$ cat config.mk
export PLATFORM = sky130hd
export DESIGN_NAME = length_prefixed_frame_receiver
export DESIGN_NICKNAME = d
export VERILOG_FILES = /design/src/lpfr_pkg.sv /design/src/lpfr_cfg.sv /design/src/length_prefixed_frame_receiver.sv
export SDC_FILE = /design/constraint.sdc
export NUM_CORES = 1
export LEC_CHECK = 0
export BUFFER_PORTS_ARGS = -buffer_cell sky130_fd_sc_hd__buf_2
export CORE_MARGIN = 1.5
export CORE_UTILIZATION = 55
export CTS_BUF_LIST = sky130_fd_sc_hd__clkbuf_8
export CTS_CLUSTER_DIAMETER = 60
export DETAILED_ROUTE_END_ITERATION = 8
export GPL_TIMING_DRIVEN = 0
export PLACE_DENSITY_LB_ADDON = 0.25
export SETUP_SLACK_MARGIN = 0.05
export SLEW_MARGIN = 10
export SYNTH_ARGS = -nofsm -noshare
export SYNTH_HDL_FRONTEND = slang
export SYNTH_SLANG_ARGS = --single-unit
$ cat constraint.sdc
create_clock -name clk -period 4.7 [get_ports clk]
set_input_delay 0.94 -clock clk [delete_from_list [all_inputs] [get_ports clk]]
set_output_delay 0.94 -clock clk [all_outputs]
set_load 0.02 [all_outputs]
$ cat src/lpfr_pkg.sv
// ----------------------------------------------------------------------------
// lpfr_pkg
// Shared types and constants for the length-prefixed frame receiver.
// ----------------------------------------------------------------------------
package lpfr_pkg;

  localparam int unsigned BYTE_W   = 8;
  localparam int unsigned LEN_W    = 32;   // declared length, two's complement
  localparam int unsigned MAXLEN_W = 31;
  localparam int unsigned KIND_W   = 2;
  localparam int unsigned HCNT_W   = 3;
  localparam int unsigned CIDX_W   = 2;

  // header bytes carrying the length, type byte follows
  localparam logic [HCNT_W-1:0] LEN_BYTES = 3'd4;

  // result kinds
  localparam logic [KIND_W-1:0] KIND_DATA  = 2'd0;
  localparam logic [KIND_W-1:0] KIND_GOOD  = 2'd1;
  localparam logic [KIND_W-1:0] KIND_BAD   = 2'd2;
  localparam logic [KIND_W-1:0] KIND_LARGE = 2'd3;

  // register indexes
  localparam logic [CIDX_W-1:0] REG_START_MARKER = 2'd0;
  localparam logic [CIDX_W-1:0] REG_END_MARKER   = 2'd1;
  localparam logic [CIDX_W-1:0] REG_MAX_PAYLOAD  = 2'd2;

  // register reset values
  localparam logic [BYTE_W-1:0]   START_MARKER_RST = 8'h02;
  localparam logic [BYTE_W-1:0]   END_MARKER_RST   = 8'h03;
  localparam logic [MAXLEN_W-1:0] MAX_PAYLOAD_RST  = 31'd1024;

  typedef struct packed {
    logic [BYTE_W-1:0]   start_marker;
    logic [BYTE_W-1:0]   end_marker;
    logic [MAXLEN_W-1:0] max_payload;
  } cfg_t;

endpackage

$ cat src/lpfr_cfg.sv
// ----------------------------------------------------------------------------
// lpfr_cfg
// Configuration register bank; decodes index and captures write data.
// ----------------------------------------------------------------------------
module lpfr_cfg (
  input  logic                           clk,
  input  logic                           rst_n,
  input  logic                           cfg_valid,
  output logic                           cfg_ready,
  input  logic [lpfr_pkg::CIDX_W-1:0]    cfg_index,
  input  logic [lpfr_pkg::MAXLEN_W-1:0]  cfg_data,
  output lpfr_pkg::cfg_t                 cfg_o
);

  lpfr_pkg::cfg_t cfg_r;
  lpfr_pkg::cfg_t cfg_nxt;

  assign cfg_ready = 1'b1;
  assign cfg_o     = cfg_r;

  always_comb begin
    cfg_nxt = cfg_r;
    if (cfg_valid) begin
      case (cfg_index)
        lpfr_pkg::REG_START_MARKER: cfg_nxt.start_marker = cfg_data[lpfr_pkg::BYTE_W-1:0];
        lpfr_pkg::REG_END_MARKER:   cfg_nxt.end_marker   = cfg_data[lpfr_pkg::BYTE_W-1:0];
        lpfr_pkg::REG_MAX_PAYLOAD:  cfg_nxt.max_payload  = cfg_data;
        default: ;  // unknown index: ignored
      endcase
    end
  end

  always_ff @(posedge clk) begin
    if (!rst_n) begin
      cfg_r.start_marker <= lpfr_pkg::START_MARKER_RST;
      cfg_r.end_marker   <= lpfr_pkg::END_MARKER_RST;
      cfg_r.max_payload  <= lpfr_pkg::MAX_PAYLOAD_RST;
    end else begin
      cfg_r <= cfg_nxt;
    end
  end

endmodule

$ cat src/length_prefixed_frame_receiver.sv
// ----------------------------------------------------------------------------
// length_prefixed_frame_receiver
// Hunts for a start marker, parses a length/type header, streams payload,
// and checks the end marker.
// ----------------------------------------------------------------------------
// One received byte per beat, one byte per cycle sustained. Each byte is
// processed in the cycle it is accepted and its result (if any) lands in the
// output register; the input takes a byte whenever that register is empty or
// is being drained in the same cycle, so in_tready follows out_tready.
// A byte yields at most one result beat: a payload byte, frame good, bad end
// marker, or length too large. Non-positive lengths and hunt/skip bytes
// produce nothing. Registers should be written only while the block is idle.
module length_prefixed_frame_receiver (
  input  logic        clk,
  input  logic        rst_n,
  // input stream
  input  logic        in_tvalid,
  output logic        in_tready,
  input  logic [7:0]  in_tdata,    // [7:0] rx_byte
  // result stream
  output logic        out_tvalid,
  input  logic        out_tready,
  output logic [47:0] out_tdata,   // [7:0] data, [15:8] frame_type,
                                   // [46:16] frame_length, [47] zero
  output logic [1:0]  out_tuser,   // [1:0] kind
  // configuration
  input  logic        cfg_valid,
  output logic        cfg_ready,
  input  logic [1:0]  cfg_index,
  input  logic [30:0] cfg_data
);

  typedef enum logic [2:0] {
    PH_HUNT    = 3'd0,
    PH_HEADER  = 3'd1,
    PH_PAYLOAD = 3'd2,
    PH_END     = 3'd3,
    PH_SKIP    = 3'd4
  } phase_t;

  lpfr_pkg::cfg_t cfg;

  lpfr_cfg u_cfg (
    .clk       (clk),
    .rst_n     (rst_n),
    .cfg_valid (cfg_valid),
    .cfg_ready (cfg_ready),
    .cfg_index (cfg_index),
    .cfg_data  (cfg_data),
    .cfg_o     (cfg)
  );

  phase_t                              phase_r,   phase_nxt;
  logic [lpfr_pkg::HCNT_W-1:0]         hcnt_r,    hcnt_nxt;
  logic [lpfr_pkg::LEN_W-1:0]          len_r,     len_nxt;
  logic [lpfr_pkg::MAXLEN_W-1:0]       pcnt_r,    pcnt_nxt;
  logic [lpfr_pkg::BYTE_W-1:0]         type_r,    type_nxt;

  logic                                out_valid_r;
  logic [lpfr_pkg::KIND_W-1:0]         out_kind_r, res_kind;
  logic [lpfr_pkg::BYTE_W-1:0]         out_data_r, res_data;
  logic [lpfr_pkg::BYTE_W-1:0]         out_type_r;
  logic [lpfr_pkg::MAXLEN_W-1:0]       out_len_r;
  logic                                res_valid;

  logic                                in_fire;
  logic [lpfr_pkg::BYTE_W-1:0]         rx_byte;
  logic [lpfr_pkg::MAXLEN_W-1:0]       pcnt_inc;

  assign in_tready = !out_valid_r || out_tready;
  assign in_fire   = in_tvalid && in_tready;
  assign rx_byte   = in_tdata;
  assign pcnt_inc  = pcnt_r + 1'b1;

  always_comb begin
    phase_nxt = phase_r;
    hcnt_nxt  = hcnt_r;
    len_nxt   = len_r;
    pcnt_nxt  = pcnt_r;
    type_nxt  = type_r;
    res_valid = 1'b0;
    res_kind  = lpfr_pkg::KIND_DATA;
    res_data  = '0;
    case (phase_r)
      PH_HEADER: begin
        if (hcnt_r < lpfr_pkg::LEN_BYTES) begin
          len_nxt  = {len_r[lpfr_pkg::LEN_W-lpfr_pkg::BYTE_W-1:0], rx_byte};
          hcnt_nxt = hcnt_r + 1'b1;
        end else begin
          type_nxt = rx_byte;
          hcnt_nxt = '0;
          pcnt_nxt = '0;
          if (len_r[lpfr_pkg::LEN_W-1] || len_r == '0) begin
            phase_nxt = PH_HUNT;
          end else if (len_r[lpfr_pkg::MAXLEN_W-1:0] > cfg.max_payload) begin
            phase_nxt = PH_HUNT;
            res_valid = 1'b1;
            res_kind  = lpfr_pkg::KIND_LARGE;
          end else begin
            phase_nxt = PH_PAYLOAD;
          end
        end
      end
      PH_PAYLOAD: begin
        pcnt_nxt  = pcnt_inc;
        // sign bit is clear here, low bits hold the whole length
        if (pcnt_inc >= len_r[lpfr_pkg::MAXLEN_W-1:0]) begin
          phase_nxt = PH_END;
        end
        res_valid = 1'b1;
        res_kind  = lpfr_pkg::KIND_DATA;
        res_data  = rx_byte;
      end
      PH_END: begin
        res_valid = 1'b1;
        if (rx_byte == cfg.end_marker) begin
          phase_nxt = PH_HUNT;
          res_kind  = lpfr_pkg::KIND_GOOD;
        end else begin
          phase_nxt = PH_SKIP;
          res_kind  = lpfr_pkg::KIND_BAD;
        end
      end
      PH_SKIP: begin
        if (rx_byte == cfg.end_marker) begin
          phase_nxt = PH_HUNT;
        end
      end
      default: begin  // hunting, and any stray code
        if (rx_byte == cfg.start_marker) begin
          phase_nxt = PH_HEADER;
          hcnt_nxt  = '0;
          len_nxt   = '0;
        end else begin
          phase_nxt = PH_HUNT;
        end
      end
    endcase
  end

  always_ff @(posedge clk) begin
    if (!rst_n) begin
      phase_r     <= PH_HUNT;
      hcnt_r      <= '0;
      len_r       <= '0;
      pcnt_r      <= '0;
      type_r      <= '0;
      out_valid_r <= 1'b0;
    end else begin
      if (in_fire) begin
        phase_r <= phase_nxt;
        hcnt_r  <= hcnt_nxt;
        len_r   <= len_nxt;
        pcnt_r  <= pcnt_nxt;
        type_r  <= type_nxt;
      end
      if (in_fire) begin
        out_valid_r <= res_valid;
      end else if (out_tready) begin
        out_valid_r <= 1'b0;
      end
    end
    if (in_fire && res_valid) begin
      out_kind_r <= res_kind;
      out_data_r <= res_data;
      out_type_r <= type_nxt;
      out_len_r  <= len_nxt[lpfr_pkg::MAXLEN_W-1:0];
    end
  end

  assign out_tvalid = out_valid_r;
  assign out_tuser  = out_kind_r;
  assign out_tdata  = {1'b0, out_len_r, out_type_r, out_data_r};

  // length in payload phase is positive and not yet consumed
  a_payload_len: assert property (@(posedge clk) disable iff (!rst_n)
    (phase_r == PH_PAYLOAD) |-> (!len_r[31] && ({1'b0, pcnt_r} < len_r)))
    else $error("payload phase with bad length or count");

  a_hcnt_range: assert property (@(posedge clk) disable iff (!rst_n)
    hcnt_r <= lpfr_pkg::LEN_BYTES)
    else $error("header count out of range");

  // a result beat only leaves the payload or end phases, or on a large length
  a_res_origin: assert property (@(posedge clk) disable iff (!rst_n)
    (in_fire && res_valid && phase_r == PH_HEADER) |=>
      (phase_r == PH_HUNT && out_kind_r == lpfr_pkg::KIND_LARGE))
    else $error("header byte produced wrong result");

endmodule

==> Word-level counts from Yosys, hierarchy flattened <==
Index checks and enable logic that the tools add are counted.
{ "word_totals": {"out_inout_bits": 53, "reg_bits": 174, "input_bits": 46} }
{ "classes": {"n_reduce_logical": 19, "mux": 29, "add_sub_neg": 2, "n_lt_le_gt_ge": 3, "n_eq_ne": 12, "bitwise_logic": 1} }
{ "ops": {"columns": ["operator", "n"], "rows": [
  ["two-way mux 32 bit", 2],
  ["one-hot mux 32 bit (2 select lines)", 1],
  ["one-hot mux 31 bit (2 select lines)", 1],
  ["logical NOT 32 bit", 1],
  ["adder 31 x 1 -> 31 bit, second input constant", 1],
  ["greater-or-equal comparator 31 bit", 1],
  ["> comparator 31 bit", 1],
  ["two-way mux 31 bit", 1],
  ["two-way mux 3 bit", 6],
  ["== test 8 bit", 2],
  ["two-way mux 8 bit", 2],
  ["two-way mux 2 bit", 6],
  ["one-hot mux 3 bit (4 select lines)", 1],
  ["!= test 2 bit, second input constant", 4],
  ["AND reduction 4 bit", 2],
  ["== test 3 x 2 -> 1 bit, second input constant", 2],
  ["two-way mux 1 bit", 6],
  ["one-hot mux 3 bit (2 select lines)", 1],
  ["AND reduction 2 bit", 3],
  ["AND reduction 3 bit", 2],
  ["nonzero test 2 bit", 3],
  ["one-hot mux 2 bit (2 select lines)", 1],
  ["adder 3 x 1 -> 3 bit, second input constant", 1],
  ["== test 3 x 1 -> 1 bit, second input constant", 1],
  ["12 further kinds", 14]
]} }

==> Depth between registers and ports, before layout <==
Gate-level depths: netlist of the first run.
{ "depth": {"depth_word": 6, "depth_mapped": 13, "ltp_nobuf": 13} }

==> Cells and area by module <==
A second synthesis of the first run with hierarchy kept.
{ "unflattened": {"cells_unflattened": 982, "area_unflattened_um2": 9297.7} }
{ "modules_own_cells": {"columns": ["module", "cells_per_inst", "area_per_inst_um2", "seq_area_each_um2", "instances"], "rows": [
  ["length_prefixed_frame_receiver", 788, 7437.1, 3032.9, 1],
  ["lpfr_cfg", 194, 1860.5, 940.9, 1]
]} }

==> Worst setup path after synthesis of the first run <==
No wires, ideal clock.
{ "synth_timing": {"kind": "input -> register", "start": "input out_tready", "end": "register out_data_r[0] in the netlist's numbering (enable)", "path_stages": 5, "setup_slack_ns": 0.089, "n_path_buf": 2, "required_ns": 4.228, "t_arrival_ns": 4.139, "cell_sequence": "nand2b_1 -> nand2_1 -> clkbuf_1 -> clkbuf_1 -> a21oi_1"} }
{ "synth_between": {"elab_chain_len": 3} }
{ "synth_lines": {"columns": ["item", "line_no", "text"], "rows": [
  ["start: declaration", "length_prefixed_frame_receiver.sv:22", "input logic out_tready,"],
  ["logical OR 1 bit", "length_prefixed_frame_receiver.sv:70", "assign in_tready = !out_valid_r || out_tready;"],
  ["logical AND 1 bit", "length_prefixed_frame_receiver.sv:71", "assign in_fire = in_tvalid && in_tready;"],
  ["logical AND 1 bit", "length_prefixed_frame_receiver.sv:163", "if (in_fire && res_valid) begin"],
  ["end signal: assignment", "length_prefixed_frame_receiver.sv:165", "out_data_r <= res_data;"],
  ["end: declaration", "length_prefixed_frame_receiver.sv:61", "logic [lpfr_pkg::BYTE_W-1:0] out_data_r, res_data;"]
]} }
Every way passes these cells.
A chain may end at the register's enable or synchronous reset.

==> Final worst setup path of the first run <==
{ "layout_timing": {"start": "register pcnt_r[0] in the netlist's numbering", "end": "register phase_r[1]"} }
{ "layout_between": {"elab_chain_len": 4} }
{ "layout_lines": {"columns": ["item", "line_no", "text"], "rows": [
  ["start: declaration", "length_prefixed_frame_receiver.sv:56", "logic [lpfr_pkg::MAXLEN_W-1:0] pcnt_r, pcnt_nxt;"],
  ["start signal: assignment", "length_prefixed_frame_receiver.sv:154", "pcnt_r <= pcnt_nxt;"],
  ["adder 31 x 1 -> 31 bit", "length_prefixed_frame_receiver.sv:73", "assign pcnt_inc = pcnt_r + 1'b1;"],
  ["greater-or-equal comparator 31 bit", "length_prefixed_frame_receiver.sv:107", "if (pcnt_inc >= len_r[lpfr_pkg::MAXLEN_W-1:0]) begin"],
  ["!= test 2 bit (no source line)", null, null],
  ["AND reduction 4 bit (no source line)", null, null],
  ["end signal: assignment", "length_prefixed_frame_receiver.sv:151", "phase_r <= phase_nxt;"],
  ["end: declaration", "length_prefixed_frame_receiver.sv:53", "phase_t phase_r, phase_nxt;"]
]} }
Every way passes these cells.

==> results.ini, run 1 <==
[run_status]
status=finished, final reports clean

[cells_and_area]
drive_above_1_share_pct=15.1
nets=1190
fillers=1323
multi_input_area_um2=4690
antenna_cells=0
fin_area_um2=10300
ff_latch_area_um2=3970
syn_to_final_growth_pct=12.4
final_core_util_pct=64.1
instances_no_fill=1309

[synthesis]
synth_area_um2=9150
async_reset_ff_share_pct=0
ys_seq_area_share_pct=43.4
syn_area_per_cell_um2=9.49
synth-edff-count=49
ys.warnings.count=0
yosysMostFrequentCell=dfxtp_1
syn_nets=1074
synthTopCellsByArea=dfxtp_1 (27%), edfxtp_1 (16%), ha_1 (8.8%)
synth_cells=964
synth_top_area_share_pct=27.4
ys_ff_latch=174
synthTopCellsByCount=dfxtp_1 (125), nand2_1 (106), inv_1 (71)
ys.flop_type=dfxtp_1
yosysUniqueCellTypes=69
synth_top_cell_by_area=dfxtp_1

[critical_path]
r2r_slack_ns=0.89
required_ns=5.06
critical_path.max_fanout=7
r2r-end=phase_r[1]$_SDFFE_PN0P_
cp_data_arrival_time_ns=4.18
critPathKind=reg -> reg
ff2ff_path_depth=12
max_stage_delay_ns=0.55
critical_path.reg2reg.startpoint=pcnt_r[0]$_SDFFE_PN0P_
cp-end-kind=flop
cp_slowest_cell=or4_1
startpoint_type=flop
path_cells=ha_1 > and4_4 > nand4_4 > nor3_4 > and4_4 > xor2_2 > ha_1 > nand4_1 > or4_1 > o221ai_1 > o21ai_1 > a221oi_1

[cts]
clk_latency_ns=0.47
htree_levels=4
cts_tree=done
path_clk_slew_ns=0.10
numCtsBuffers=17
clockBufferDepth=2
root_buffer=clkbuf_8
cts_setup_buffers=0
cts_resized=0
cts_sinks=174
hold_buffers=0

[sta]
finalClockSkew_ns=0.0185
setup_viol=0
relSlewSlack_pct=45.3
max_clock_freq_mhz=262
worst_pin_slew_ns=0.819
hold_viol=0
period_share_pct=81.1
grt_setup_unrepaired=no
slew_viol_final=0
hold_slack_ns=0.459
period_needed_ns=3.81
setup_slack_ns=0.887

[place]
placed_cells=1277
placed_area_um2=9930
hpwlAfterDp_mm=17.8
io_buffers=96
gp_congestion=0.943
post-place-ws_ns=1.01

[global_route]
grt_use_total_pct=28.0
antenna_found_initial=0
grt_pass1_wl_mm=38.4
grt_max_degree=28
grt_pass1_vias=7472
overflow=0

[worst_hold_path]
whs_path_depth=2
holdCritPathClass=reg -> reg
min_from=type_r[4]$_SDFFE_PN0P_
whs_endpoint=type_r[4]$_SDFFE_PN0P_

[drt]
drt_iter0_markers=697
drc=0
drt_wl_total_mm=24.1
drt-vias-per-instance=6.00
wl_per_cell_um=18.4
via_count=7855
firstDrtPassIters=5
antenna_left=0

[die]
dieArea_um2=17400
die_h_um=132
rows=46
core_um2=16100
initial_core_util_pct=57.0
die_w_um=132
io_pins=99

[power_and_ir_drop]
p_sw_mw=0.897
p_int_mw=2.17
peakVddDrop_mv=0.180
p_leak_nw=4.11
combPwrFrac_pct=14.0
p_sw_share_pct=29.2
clkPwrFrac_pct=31.8
p_per_area_nw_per_um2=299
p_seq_share_pct=54.1

[job]
maxCapViolations=0

## state kept, by name, indices dropped and copies added, names as in the netlist
signal       count
out_len_r       31
pcnt_r          31
out_type_r       8
u_cfg.cfg_o     47
type_r           8
out_tuser        2
len_r           32
out_tvalid       1
phase_r          3
hcnt_r           3
out_data_r       8
## worst max path at each step
stage | from | end | slack [ns] | cells after the start
2_1_floorplan | out_tready | out_data_r[0]$_SDFFCE_PN0P_ | 0.09 | 5
3_3_place_gp | out_tready | out_data_r[3]$_SDFFCE_PN0P_ | -1.22 | 6
3_5_place_dp | pcnt_r[0]$_SDFFE_PN0P_ | phase_r[1]$_SDFFE_PN0P_ | 1.01 | 12
4_1_cts | pcnt_r[0]$_SDFFE_PN0P_ | phase_r[1]$_SDFFE_PN0P_ | 0.97 | 12
5_1_grt | pcnt_r[0]$_SDFFE_PN0P_ | phase_r[1]$_SDFFE_PN0P_ | 0.68 | 12
6_report | pcnt_r[0]$_SDFFE_PN0P_ | phase_r[1]$_SDFFE_PN0P_ | 0.89 | 12
## worst max-delay path: cells and delay by family, from the launching register on
kind / cells / cell delay [ns]
and+or+nand+nor: 6 / 1.82
AOI/OAI and AO/OA: 3 / 0.86
adders and majority gates: 2 / 0.54
DFF: 1 / 0.43
xor gates and xnor gates: 1 / 0.08
## stage by stage
step | setup TNS, ns | total power, mW
after floorplan | 0 | 1.96
after global placement | -59.44 | 2.11
after detailed placement | 0 | 2.12
after CTS | 0 | 3.07
after global routing | 0 | 3.18
final | 0 | 3.07
## layout by cell type, fill, tap and decap left out, types with 4 or more instances in the layout
cell | netlist | routed
nand3b_1 | 7 | 7
clkbuf_8 | 0 | 17
buf_1 | 5 | 5
o21ai_1 | 4 | 4
nand3_1 | 25 | 25
mux2i_1 | 17 | 17
and3_1 | 9 | 9
nor2_1 | 56 | 56
a221oi_1 | 35 | 35
buf_2 | 9 | 105
and2_1 | 13 | 13
dfxtp_1 | 125 | 125
clkbuf_1 | 38 | 38
mux2_2 | 8 | 8
edfxtp_1 | 49 | 49
nor4_1 | 8 | 8
nand2_1 | 106 | 106
xnor2_1 | 29 | 29
inv_1 | 71 | 73
nand2b_1 | 9 | 9
a211oi_1 | 34 | 34
a22oi_1 | 18 | 18
a32o_1 | 5 | 5
a21oi_1 | 68 | 67
and4_1 | 6 | 6
ha_1 | 64 | 64
o21ai_0 | 14 | 14
nand4_1 | 24 | 24
clkinv_4 | 0 | 4
nor3_1 | 7 | 7
xor2_1 | 16 | 16
a22o_1 | 31 | 31
## cells by family after synthesis
logic type | after synthesis | synth area share (%)
DFF | 174 | 43.4
muxes | 25 | 2.84
buffers and inverters | 126 | 5.42
xor gates and xnor gates | 46 | 4.49
and+or+nand+nor | 293 | 16.9
other | 2 | 0.0821
AOI/OAI and AO/OA | 234 | 18.1
adders and majority gates | 64 | 8.75
## cell type report
cell class | instances | area share, %
multi-input cells | 664 | 45.6
clock buffers | 17 | 2.27
clock inverters | 15 | 1.19
repair buffers | 97 | 4.86
flip-flops and latches | 174 | 38.6
well taps | 216 | 2.63
inverters | 71 | 2.59
plain buffers | 55 | 2.23
## routing by layer
metal,global-route usage (%),vias to the layer above,routed length [µm]
met4,10.1,0,588
li1,-,3753,-
met5,0,-,0
met1,37.6,3721,10400
met3,4.69,45,1960
met2,45.5,336,11300
## power by group through the flow
stage	Sequential [mW]	Combinational [mW]	Clock, mW
after global placement	1.69	0.414	0
after detailed placement	1.69	0.426	0
after CTS	1.66	0.428	0.985
after floorplan	1.69	0.274	0
final	1.66	0.431	0.978
after global routing	1.67	0.475	1.04
No activity file was read; power rests on OpenSTA's default activity.
==> run 2: changes to the inputs <==
--- a/config.mk
+++ b/config.mk
@@ -5,9 +5,10 @@
 export SDC_FILE = /design/constraint.sdc
 export NUM_CORES = 1
 export LEC_CHECK = 0
+export ABC_AREA = 1
 export BUFFER_PORTS_ARGS = -buffer_cell sky130_fd_sc_hd__buf_2
 export CORE_MARGIN = 1.5
-export CORE_UTILIZATION = 55
+export CORE_UTILIZATION = 62
 export CTS_BUF_LIST = sky130_fd_sc_hd__clkbuf_8
 export CTS_CLUSTER_DIAMETER = 60
 export DETAILED_ROUTE_END_ITERATION = 8
==> constraint.sdc (replaced) <==
create_clock -name clk -period 3.6 [get_ports clk]
set_input_delay 0.72 -clock clk [delete_from_list [all_inputs] [get_ports clk]]
set_output_delay 0.72 -clock clk [all_outputs]
set_load 0.02 [all_outputs]
==> run 2 against run 1 <==
Net effect: fmax rose by 15%; first-iteration DRC count rose by 19%; register-to-register slack got worse by 0.60 ns; critical path depth rose by 11; critical path type unchanged.
==> results.ini, run 2 <==
[drt]
firstDrtPassIters=7  ; +2
wl_per_cell_um=15.2  ; -18%
drt-vias-per-instance=5.46  ; -9.1%
antenna_left=0  ; unchanged
drt_iter0_markers=831  ; +19%
drt_wl_total_mm=24.6  ; +2.0%
drc=0  ; unchanged
via_count=8860  ; +13%

[synthesis]
async_reset_ff_share_pct=0  ; unchanged
yosysMostFrequentCell=nand2_1
ys.warnings.count=0  ; unchanged
ys_ff_latch=174  ; unchanged
synth_top_area_share_pct=26.0  ; -1.3 points
synth_cells=1307  ; +36%
synthTopCellsByCount=nand2_1 (286), inv_1 (204), nor2_1 (152)
synth_area_um2=9610  ; +5.1%
synth-edff-count=49  ; unchanged
ys.flop_type=dfxtp_1
syn_area_per_cell_um2=7.35  ; -23%
ys_seq_area_share_pct=41.3  ; -2.1 points
synthTopCellsByArea=dfxtp_1 (26%), edfxtp_1 (15%), nand2_1 (11%)
synth_top_cell_by_area=dfxtp_1
syn_nets=1417  ; +32%
yosysUniqueCellTypes=42  ; -39%

[sta]
finalClockSkew_ns=0.0109  ; -0.00765 ns
worst_pin_slew_ns=0.752  ; -0.0673 ns
hold_viol=0  ; unchanged
hold_slack_ns=0.466  ; +0.00689 ns
slew_viol_final=0  ; unchanged
relSlewSlack_pct=49.5  ; +4.2 points
period_needed_ns=3.31  ; -0.500 ns
grt_setup_unrepaired=no
setup_viol=0  ; unchanged
max_clock_freq_mhz=302  ; +15%
period_share_pct=92.0  ; +11 points

[global_route]
antenna_found_initial=1  ; +1
grt_pass1_vias=8032  ; +7.5%
grt_max_degree=38  ; +36%
grt_use_total_pct=31.4  ; +3.4 points
overflow=0  ; unchanged
grt_pass1_wl_mm=39.6  ; +3.2%

[cts]
htree_levels=4  ; unchanged
cts_tree=done
numCtsBuffers=17  ; unchanged
cts_resized=0  ; unchanged
clockBufferDepth=2  ; unchanged
path_clk_slew_ns=0.08  ; -0.02 ns
root_buffer=clkbuf_8
cts_setup_buffers=0  ; unchanged
clk_latency_ns=0.48  ; about the same
cts_sinks=174  ; unchanged
hold_buffers=0  ; unchanged

[die]
initial_core_util_pct=63.5  ; +6.5 points
io_pins=99  ; unchanged
dieArea_um2=16300  ; -6.7%
core_um2=15100  ; -5.7%
die_w_um=128  ; -3.4%
die_h_um=128  ; -3.4%
rows=45  ; -2.2%

[critical_path]
cp-end-kind=flop
cp_data_arrival_time_ns=3.73  ; -0.45 ns
required_ns=4.02  ; -1.04 ns
ff2ff_path_depth=23  ; +11
critPathKind=reg -> reg
startpoint_type=flop
critical_path.max_fanout=5  ; -2

[place]
hpwlAfterDp_mm=19.2  ; +7.9%
io_buffers=96  ; unchanged
gp_congestion=0.977  ; +3.6%
placed_cells=1592  ; +25%

[cells_and_area]
syn_to_final_growth_pct=12.1
instances_no_fill=1624  ; +24%
largest_reg_flops=47  ; unchanged
drive_above_1_share_pct=13.0  ; -2.1 points
nets=1533  ; +29%
antenna_cells=0  ; unchanged
mostFrequentLayoutCell=nand2_1
final_cell_mix=nand2_1 (286), inv_1 (207), nor2_1 (152), dfxtp_1 (125), a21oi_1 (121)

[worst_hold_path]
whs_path_depth=2  ; unchanged
holdCritPathClass=reg -> reg

[power_and_ir_drop]
p_leak_nw=5.26  ; +28%
peakVddDrop_mv=0.304  ; +69%
p_per_area_nw_per_um2=401  ; +34%
power_mw=4.32  ; +41%

[run_status]
status=finished, final reports clean

[job]
maxCapViolations=0  ; unchanged

## run 2: worst paths after layout
kind,from,end,slack [ns]
max reg2reg,pcnt_r[0]$_SDFFE_PN0P_,phase_r[1]$_SDFFE_PN0P_,0.29
min reg2reg,u_cfg.cfg_o[12]$_SDFFE_PN0P_,u_cfg.cfg_o[12]$_SDFFE_PN0P_,0.47
max,pcnt_r[0]$_SDFFE_PN0P_,phase_r[1]$_SDFFE_PN0P_,0.29
min,u_cfg.cfg_o[12]$_SDFFE_PN0P_,u_cfg.cfg_o[12]$_SDFFE_PN0P_,0.47
## run 2: through the flow
| step | util, % | area, µm² | setup slack (ns) | TNS (ns) |
|---|---|---|---|---|
| final | 71.1 | 10800 | 0.287 | 0 |
| after global routing | 71.1 | 10800 | 0.0959 | 0 |
| after CTS | 71.1 | 10800 | 0.367 | 0 |
| after detailed placement | 68.3 | 10300 | 0.402 | 0 |
| after global placement | 68.2 | 10300 | -0.0991 | -4.70 |
| after floorplan | - | 9610 | 0.641 | 0 |
## run 2: final cells by class
class | instances | area [µm²]
flip-flops and latches | 174 | 3970
plain buffers | 47 | 223
clock buffers | 18 | 248
fillers | 1256 | 4370
inverters | 217 | 815
multi-input cells | 869 | 4600
repair buffers | 97 | 500
clock inverters | 14 | 178
well taps | 188 | 235
## run 2: metal layers
| layer | up-vias | track usage [%] | share of wire [%] |
|---|---|---|---|
| li1 | 4411 | - | - |
| met1 | 3981 | 39.8 | 42 |
| met2 | 394 | 51.4 | 46 |
| met3 | 72 | 5.90 | 7.9 |
| met4 | 2 | 16.0 | 4.1 |
| met5 | - | 0 | 0.057 |
## run 2: report_power, final
part,internal (mW),total [mW],switching (mW)
clock,0.764,1.46,0.699
combinational,0.229,0.689,0.460
sequential,2.11,2.17,0.0581
total,3.10,4.32,1.22
## run 2: worst max-delay path: stages (launching register included)
cell and delay, ns:
dfxtp_1 0.41, ha_1 0.23, nand3_2 0.16, inv_2 0.08, nand2_2 0.06, nor2_1 0.17, inv_1 0.11, nor3b_2 0.26
nand2_1 0.11, nand2_1 0.08, inv_1 0.04, ha_1 0.29, nand2_1 0.07, nor2_1 0.16, nand2_1 0.12, inv_1 0.09
nand3_1 0.06, o21ai_0 0.19, nor2_1 0.06, nand2_1 0.16, nand2_1 0.13, nand2_1 0.08, nand2_1 0.04, nor2_1 0.09
## run 2: cells by family (layout without fill, tap and decap cells)
logic type,count (synthesis),in the layout,share of synthesized area [%]
simple gates,541,541,23.8
buf+inv,264,393,10.8
compound gates,228,228,12.6
flops,174,174,41.3
fa+ha+maj,64,64,8.33
xor+xnor,34,34,3.10
other cells,2,2,0.0781
